--- src/rtl/pat_pkg.sv ---
// Shared types, constants and helpers for the peer address table.
package pat_pkg;

   localparam int ENTRIES = 16;
   localparam int IDX_W = (ENTRIES > 1) ? $clog2(ENTRIES) : 1;
   localparam int CNT_W = $clog2(ENTRIES + 1);
   localparam logic [CNT_W-1:0] SCAN_END = CNT_W'(ENTRIES);

   localparam int QUEUE_DEPTH = 2;
   localparam int QPTR_W = (QUEUE_DEPTH > 1) ? $clog2(QUEUE_DEPTH) : 1;
   localparam int QCNT_W = $clog2(QUEUE_DEPTH + 1);

   localparam int SLOT_W = 4;

   localparam logic [1:0] MODE_UPSERT  = 2'd0;
   localparam logic [1:0] MODE_RESOLVE = 2'd1;
   localparam logic [1:0] MODE_PURGE   = 2'd2;

   localparam logic [62:0] TIME_MAX = '1;

   typedef enum logic [1:0] {
      OP_NONE,
      OP_UPSERT,
      OP_RESOLVE,
      OP_PURGE
   } op_type;

   typedef enum logic [1:0] {
      ST_IDLE,
      ST_SCAN,
      ST_FINISH
   } back_state_type;

   typedef struct packed {
      logic [1:0]  mode;
      logic [31:0] node_id;
      logic [47:0] peer_mac_in;
      logic [62:0] now_us;
   } req_type;

   typedef struct packed {
      logic        found;
      logic [47:0] peer_mac_out;
      logic        store_request;
      logic [3:0]  slot_used;
   } rsp_type;

   typedef struct packed {
      op_type      op;
      logic [31:0] node_id;
      logic [47:0] mac;
      logic [62:0] now_us;
   } cmd_type;

   function automatic logic [SLOT_W-1:0] to_slot(input logic [IDX_W-1:0] idx);
      logic [31:0] wide;
      wide = 32'(idx);
      return wide[SLOT_W-1:0];
   endfunction

endpackage

--- src/rtl/pat_front.sv ---
// Request intake: decode the mode and queue commands for the table sequencer.
module pat_front (
   input  logic             clock,
   input  logic             reset,
   input  logic             req_valid,
   output logic             req_stall,
   input  pat_pkg::req_type req_data,
   output logic             cmd_valid,
   input  logic             cmd_pop,
   output pat_pkg::cmd_type cmd
);
   import pat_pkg::*;

   cmd_type           queue_ff [QUEUE_DEPTH];
   logic [QPTR_W-1:0] wr_ptr_ff, wr_ptr_in;
   logic [QPTR_W-1:0] rd_ptr_ff, rd_ptr_in;
   logic [QCNT_W-1:0] count_ff, count_in;
   op_type            op;
   logic              push;
   logic              pop;

   always_comb begin
      unique case (req_data.mode)
         MODE_UPSERT:  op = OP_UPSERT;
         MODE_RESOLVE: op = OP_RESOLVE;
         MODE_PURGE:   op = OP_PURGE;
         default:      op = OP_NONE;
      endcase
   end

   assign req_stall = (count_ff == QCNT_W'(QUEUE_DEPTH));
   assign push      = req_valid && !req_stall;
   assign cmd_valid = (count_ff != '0);
   assign pop       = cmd_valid && cmd_pop;
   assign cmd       = queue_ff[rd_ptr_ff];

   always_comb begin
      wr_ptr_in = wr_ptr_ff;
      rd_ptr_in = rd_ptr_ff;
      count_in  = count_ff;
      if (push) begin
         wr_ptr_in = (wr_ptr_ff == QPTR_W'(QUEUE_DEPTH - 1)) ? '0 : wr_ptr_ff + 1'b1;
      end
      if (pop) begin
         rd_ptr_in = (rd_ptr_ff == QPTR_W'(QUEUE_DEPTH - 1)) ? '0 : rd_ptr_ff + 1'b1;
      end
      if (push && !pop) begin
         count_in = count_ff + 1'b1;
      end else if (pop && !push) begin
         count_in = count_ff - 1'b1;
      end
   end

   always_ff @(posedge clock) begin
      if (reset) begin
         wr_ptr_ff <= '0;
         rd_ptr_ff <= '0;
         count_ff  <= '0;
      end else begin
         wr_ptr_ff <= wr_ptr_in;
         rd_ptr_ff <= rd_ptr_in;
         count_ff  <= count_in;
      end
   end

   always_ff @(posedge clock) begin
      if (push) begin
         queue_ff[wr_ptr_ff] <= '{op: op, node_id: req_data.node_id,
                                  mac: req_data.peer_mac_in, now_us: req_data.now_us};
      end
   end

endmodule

--- src/rtl/pat_back.sv ---
// Table storage and scan sequencer: match, victim choice, purge and result register.
module pat_back (
   input  logic             clock,
   input  logic             reset,
   input  logic             cmd_valid,
   output logic             cmd_pop,
   input  pat_pkg::cmd_type cmd,
   input  logic             csr_valid,
   output logic             csr_ready,
   input  logic [62:0]      csr_data,
   output logic             rsp_valid,
   input  logic             rsp_stall,
   output pat_pkg::rsp_type rsp_data
);
   import pat_pkg::*;

   logic [31:0] node_mem [ENTRIES];
   logic [47:0] mac_mem  [ENTRIES];
   logic [62:0] time_mem [ENTRIES];

   back_state_type    state_ff, state_in;
   logic [CNT_W-1:0]  cnt_ff;
   logic [IDX_W-1:0]  ev_idx_ff;
   logic [31:0]       rd_node_ff;
   logic [47:0]       rd_mac_ff;
   logic [62:0]       rd_time_ff;
   logic [ENTRIES-1:0] valid_ff, valid_in;
   logic [62:0]       max_age_ff;

   logic              hit_ff;
   logic [IDX_W-1:0]  hit_idx_ff;
   logic [47:0]       hit_mac_ff;
   logic              inv_ff;
   logic [IDX_W-1:0]  inv_idx_ff;
   logic [IDX_W-1:0]  old_idx_ff;
   logic [62:0]       old_time_ff;

   logic              rsp_valid_ff, rsp_valid_in;
   rsp_type           rsp_data_ff;
   rsp_type           result;

   logic [IDX_W-1:0]  rd_addr;
   logic              evaluate;
   logic              take;
   logic              wr_en;
   logic [IDX_W-1:0]  wr_idx;
   logic              ent_valid;
   logic              match;
   logic [62:0]       age;
   logic              stale;

   assign csr_ready = 1'b1;
   assign rd_addr   = cnt_ff[IDX_W-1:0];
   assign ent_valid = valid_ff[ev_idx_ff];
   assign match     = ent_valid && (rd_node_ff == cmd.node_id);
   assign age       = cmd.now_us - rd_time_ff;
   assign stale     = ent_valid && (cmd.now_us > rd_time_ff) && (age > max_age_ff);
   assign wr_idx    = hit_ff ? hit_idx_ff : (inv_ff ? inv_idx_ff : old_idx_ff);

   always_comb begin
      state_in = state_ff;
      unique case (state_ff)
         ST_IDLE: begin
            if (cmd_valid) begin
               state_in = ST_SCAN;
            end
         end
         ST_SCAN: begin
            if (cnt_ff == SCAN_END) begin
               state_in = ST_FINISH;
            end
         end
         ST_FINISH: begin
            if (!rsp_valid_ff || !rsp_stall) begin
               state_in = ST_IDLE;
            end
         end
         default: state_in = ST_IDLE;
      endcase
   end

   always_comb begin
      evaluate = 1'b0;
      take     = 1'b0;
      unique case (state_ff)
         ST_IDLE:   ;
         ST_SCAN:   evaluate = (cnt_ff != '0);
         ST_FINISH: take = !rsp_valid_ff || !rsp_stall;
         default:   ;
      endcase
   end

   assign cmd_pop = take;
   assign wr_en   = take && (cmd.op == OP_UPSERT);

   always_comb begin
      result = '0;
      unique case (cmd.op)
         OP_UPSERT: begin
            result.store_request = !hit_ff || (hit_mac_ff != cmd.mac);
            result.slot_used     = to_slot(wr_idx);
         end
         OP_RESOLVE: begin
            if (hit_ff) begin
               result.found        = 1'b1;
               result.peer_mac_out = hit_mac_ff;
               result.slot_used    = to_slot(hit_idx_ff);
            end
         end
         default: ;
      endcase
   end

   always_comb begin
      valid_in = valid_ff;
      if (evaluate && (cmd.op == OP_PURGE) && stale) begin
         valid_in[ev_idx_ff] = 1'b0;
      end
      if (wr_en) begin
         valid_in[wr_idx] = 1'b1;
      end
   end

   always_comb begin
      rsp_valid_in = rsp_valid_ff;
      if (take) begin
         rsp_valid_in = 1'b1;
      end else if (!rsp_stall) begin
         rsp_valid_in = 1'b0;
      end
   end

   always_ff @(posedge clock) begin
      if (reset) begin
         state_ff     <= ST_IDLE;
         valid_ff     <= '0;
         max_age_ff   <= '0;
         rsp_valid_ff <= 1'b0;
      end else begin
         state_ff     <= state_in;
         valid_ff     <= valid_in;
         rsp_valid_ff <= rsp_valid_in;
         if (csr_valid && csr_ready) begin
            max_age_ff <= csr_data;
         end
      end
   end

   always_ff @(posedge clock) begin
      if (state_ff == ST_IDLE) begin
         cnt_ff      <= '0;
         hit_ff      <= 1'b0;
         inv_ff      <= 1'b0;
         old_idx_ff  <= '0;
         old_time_ff <= TIME_MAX;
      end else if (state_ff == ST_SCAN) begin
         cnt_ff <= cnt_ff + 1'b1;
      end
      ev_idx_ff <= rd_addr;
      if (evaluate) begin
         if (match && !hit_ff) begin
            hit_ff     <= 1'b1;
            hit_idx_ff <= ev_idx_ff;
            hit_mac_ff <= rd_mac_ff;
         end
         if (!ent_valid && !inv_ff) begin
            inv_ff     <= 1'b1;
            inv_idx_ff <= ev_idx_ff;
         end
         if (ent_valid && (rd_time_ff < old_time_ff)) begin
            old_time_ff <= rd_time_ff;
            old_idx_ff  <= ev_idx_ff;
         end
      end
      if (take) begin
         rsp_data_ff <= result;
      end
   end

   always_ff @(posedge clock) begin
      rd_node_ff <= node_mem[rd_addr];
      rd_mac_ff  <= mac_mem[rd_addr];
      rd_time_ff <= time_mem[rd_addr];
      if (wr_en) begin
         node_mem[wr_idx] <= cmd.node_id;
         mac_mem[wr_idx]  <= cmd.mac;
         time_mem[wr_idx] <= cmd.now_us;
      end
   end

   assign rsp_valid = rsp_valid_ff;
   assign rsp_data  = rsp_data_ff;

endmodule

--- src/rtl/peer_address_table.sv ---
// Top level of the peer address table: intake queue plus table sequencer.
//
// Request channel (req_valid, req_stall, req_data): a request is taken at a
// clock edge with req_valid high and req_stall low. Modes: upsert a peer,
// resolve a node id, purge entries older than max_age, or an unused code
// that answers with an all-zero response and changes nothing.
// Response channel (rsp_valid, rsp_stall, rsp_data): exactly one response
// per request, in request order.
// Configuration (csr_valid, csr_ready, csr_data): writes max_age; csr_ready
// is always high. Write it only while no request is in flight.
// The sequencer works on one request at a time and takes the next only after
// the previous result is registered. The sequencer reads the table memory
// one entry per cycle through a single registered read port.
// A two-deep queue lets new requests enter while the sequencer works.
// Reset clears all entry valid bits, max_age and both channels' state.
// A stalled response holds its value; the sequencer waits on it and the
// queue fills, then req_stall rises.
module peer_address_table (
   input  logic             clock,
   input  logic             reset,
   input  logic             req_valid,
   output logic             req_stall,
   input  pat_pkg::req_type req_data,
   output logic             rsp_valid,
   input  logic             rsp_stall,
   output pat_pkg::rsp_type rsp_data,
   input  logic             csr_valid,
   output logic             csr_ready,
   input  logic [62:0]      csr_data
);
   import pat_pkg::*;

   logic    cmd_valid;
   logic    cmd_pop;
   cmd_type cmd;

   pat_front u_front (
      .clock     (clock),
      .reset     (reset),
      .req_valid (req_valid),
      .req_stall (req_stall),
      .req_data  (req_data),
      .cmd_valid (cmd_valid),
      .cmd_pop   (cmd_pop),
      .cmd       (cmd)
   );

   pat_back u_back (
      .clock     (clock),
      .reset     (reset),
      .cmd_valid (cmd_valid),
      .cmd_pop   (cmd_pop),
      .cmd       (cmd),
      .csr_valid (csr_valid),
      .csr_ready (csr_ready),
      .csr_data  (csr_data),
      .rsp_valid (rsp_valid),
      .rsp_stall (rsp_stall),
      .rsp_data  (rsp_data)
   );

endmodule

--- config.mk ---
export PLATFORM = sky130hd
export DESIGN_NAME = peer_address_table
export DESIGN_NICKNAME = d
export VERILOG_FILES = /design/src/rtl/pat_pkg.sv /design/src/rtl/pat_front.sv /design/src/rtl/pat_back.sv /design/src/rtl/peer_address_table.sv
export SDC_FILE = /design/constraint.sdc
export NUM_CORES = 2
export LEC_CHECK = 0
export BUFFER_PORTS_ARGS = -buffer_cell sky130_fd_sc_hd__buf_2
export CORE_MARGIN = 2
export CORE_UTILIZATION = 43
export DETAILED_ROUTE_END_ITERATION = 8
export GPL_ROUTABILITY_DRIVEN = 0
export PLACE_DENSITY_LB_ADDON = 0.25
export SYNTH_ARGS = -nofsm -noshare
export SYNTH_HDL_FRONTEND = slang
export SYNTH_SLANG_ARGS = --single-unit
export TNS_END_PERCENT = 30
--- constraint.sdc ---
create_clock -name clock -period 32 [get_ports clock]
set_input_delay 1.6 -clock clock [delete_from_list [all_inputs] [get_ports clock]]
set_output_delay 1.6 -clock clock [all_outputs]
set_load 0.01 [all_outputs]
==> results.md <==
- Io pins: 270
- Initial antenna violation count: 36
- Port Buffers: approximately 270
- Final worst path period share: 0.2458
- WL final: 297000 um
- Via/cell ratio: 5.848
- 1st-pass router iterations: 5
- Syn_nets: 6252
- F_max: between 0.1 and 0.15 GHz
- Synth Area in XOR/XNOR: 0.008655
- Post-layout minimum cycle time: 7866 ps
- Clock sinks: roughly 3k
- Cells after Synth: 5839
- Post-synth top area cell: edfxtp_1
- Synthesized-area fraction occupied by and/or/nand/nor cells: 0.02267
- Async SR Flop Fraction: 0
- Final Core Density: 0.4920
- Post-synth cell types: between 80 and 90
- Required @ worst endpoint: about 33000 ps
- Max Cap Violations: 0
- CP Launch Type: flop
- Die W: 526.5 um
- Area after DPL: ~0.12 mm^2
- Standard-cell rows: around 190
- YS warnings: 0
- Mapped cell area: about 0.12 mm^2
- Hold_ws: roughly 380 ps
- Die Y: between 500 and 600 um
- R2R setup slack: 24130 ps
- # hold bufs at CTS: 0
- Synth top area share: 0.6876
- Initial Util: 0.4328
- Post-synth EDFFs: ~2.7k
- Dpl hpwl: 161100 um
- Unrepaired setup endpoints after global routing: no
- Hold Path Class: flop to flop
- Syn Area/Cell: between 20 and 25 um^2
- Vias in the first global route: between 50k and 60k
- CTS H-tree lvls: 5
- Fin nets: around 6.7k
- Largest net degree at the start of global routing: 145
- Setup Viol. Count Final: 0
- Met2 routed wirelength: 143300 um
- WS Path Type: flop to flop
- Max transition margin: 0.2412
- First-pass GRT wire length: roughly 430000 um
- Combinational family with the most area after synthesis: multiplexers
- Setup TNS: 0 ps
- Synth area leaders: edfxtp_1 (69%), mux4_2 (14%), dfxtp_1 (5.3%)
- Gates resized, CTS repair: 0
- Maximum clock path buffer count: 4
- Skew-Pair Late Insertion Delay: about 890 ps
- DR top layer: met5
- Detailed Route Iter0 Violations: ~5.9k
- WL/cell: about 29 um
- Adder-cell area share of the yosys netlist: 0.02138
- Share of cells above drive strength 1: 0.2682
- Routed wl met3: 20020 um
- Critical Path Sink Type: flop
- Clock root buffer: clkbuf_16
- Worst Max-Slew Pin Slew: about 1100 ps
- M1 WL: 126000 um
- Cell Pwr Density: ~77 mW/mm^2
- Tot GR Track Use: 0.2114
- Status: complete, no violations
- # Post-CTS Setup Buffers: 0
- Ys flop type: edfxtp_1
- Die area: between 0.2 and 0.3 mm^2
- Antenna Nets Post-Route: 0
- Total grt overflow: 0
- Clock Skew: 64.59 ps
- Most frequent cells in the layout: edfxtp_1 (2688), mux4_2 (720), clkbuf_16 (324)
- Via count: 59.04k
- Core area: around 0.27 mm^2
- Area Overhead vs Synth: 13.69%
- Synth Area in Compound Gates: 0.03170
- TritonCTS buffer count: around 320
- Final Instance Area: roughly 0.13 mm^2
- VDD IR max: roughly 0.066 mV
- Crit path max fanout: 28
- Post-synthesis mux area share: 0.1581
- CP Data Arrival Time: approximately 8600 ps
- Final Hold Viols: 0
- CTS tree: built
- Pleak: approximately 44 nW
- Seq/Total Area, Yosys: 0.7402
- Most common cell after layout, fill and taps aside: edfxtp_1
- Flops & latches, synth: 2996
- Slew Viols, Final: 0
- # DRC: 0
- Clock Pin Slew Worst Setup and Hold Paths: 60 ps
synthesized netlist by cell type (all sizes together), types with 13 or more instances:
| cell type | number |
|---|---|
| a211oi | 22 |
| a21o | 82 |
| a21oi | 106 |
| a31oi | 69 |
| and2 | 13 |
| and3 | 57 |
| buf | 80 |
| clkbuf | 199 |
| dfxtp | 308 |
| edfxtp | 2688 |
| ha | 199 |
| inv | 246 |
| mux2 | 132 |
| mux2i | 86 |
| mux4 | 720 |
| nand2 | 95 |
| nand3 | 22 |
| nand4 | 54 |
| nor2 | 185 |
| nor2b | 13 |
| nor3 | 25 |
| nor4 | 19 |
| o211a | 64 |
| o21a | 14 |
| o21ai | 77 |
| o21bai | 14 |
| xnor2 | 38 |
| xor2 | 78 |
per-stage QoR:
step	total power, mW	cells	setup slack, ps
after detailed placement	6.809	9504	24270
after global placement	6.779	9504	24400
after global routing	10.75	10090	23800
after CTS	10.43	10090	24230
final	10.33	10100	24130
after floorplan	6.238	5839	20190
final timing paths:
kind,start,end,cells after the start
setup / recovery,flop,u_back.valid_ff[12]$_SDFF_PP0_,22
hold / removal,u_back.rd_mac_ff[2]$_DFF_P_,u_back.hit_mac_ff[2]$_DFFE_PP_,0
setup reg to reg,flop,u_back.valid_ff[12]$_SDFF_PP0_,22
hold reg to reg,u_back.rd_mac_ff[2]$_DFF_P_,u_back.hit_mac_ff[2]$_DFFE_PP_,0
sequential cells by signal (all words and copies together) (netlist names), 5 cells and up, named ones only:
| name | cells |
|---|---|
| u_back.rd_time_ff | 63 |
| u_back.rd_mac_ff | 48 |
| u_front.queue_ff | 290 |
| u_back.rsp_data | 54 |
| u_back.old_time_ff | 63 |
| u_back.mac_mem | 768 |
| u_back.valid_ff | 16 |
| u_back.cnt_ff | 5 |
| u_back.hit_mac_ff | 48 |
| u_back.time_mem | 1008 |
| u_back.rd_node_ff | 32 |
| u_back.node_mem | 512 |
| u_back.max_age_ff | 63 |
power by group:
group / switching, mW / total, mW / internal [mW]
registers: 0.0806 / 4.64 / 4.56
logic: 1.16 / 2.08 / 0.918
clock network: 1.50 / 3.62 / 2.12
layer usage:
layer | GRT usage | vias up
met1 | 0.2980 | 31670
met5 | 0 | -
met4 | 0.05438 | 14
met2 | 0.3449 | 2226
met3 | 0.03260 | 471
li1 | - | 24660
worst max-delay path, cell delays in order, from the launching register on:
cell and delay (ps):
dfxtp_4 630, buf_4 580, mux2_2 540, fa_1 500, a21oi_1 210, o21ai_0 240
a211oi_1 610, o21ai_0 330, a221oi_1 440, o21a_1 270, o21ai_1 230, and4_1 270
nor3_1 190, ha_1 180, nand4_1 190, or4_1 650, nand3b_1 210, nor2_1 170
and3_1 190, o31ai_1 80, buf_4 200, nor4_1 510, a311oi_1 200
cell families after synthesis:
logic type	Yosys count
AO/OA/AOI/OAI	529
adder cells (fa/ha/maj)	200
buffers and inverters	525
other	1
AND/OR/NAND/NOR	534
flip-flops	2996
XOR/XNOR	116
multiplexers	938
layout make-up:
type	instances	area, um^2
Timing Repair Buffer	374	2242
Multi-Input combinational cell	2318	28660
Tap cell	3570	4467
Inverter	246	923.4
Clock buffer	429	8786
Clock inverter	152	1451
Antenna cell	11	27.53
Fill cell	21870	137800
Sequential cell	2996	86900
Note: power is estimated with default switching activity, not from simulation.
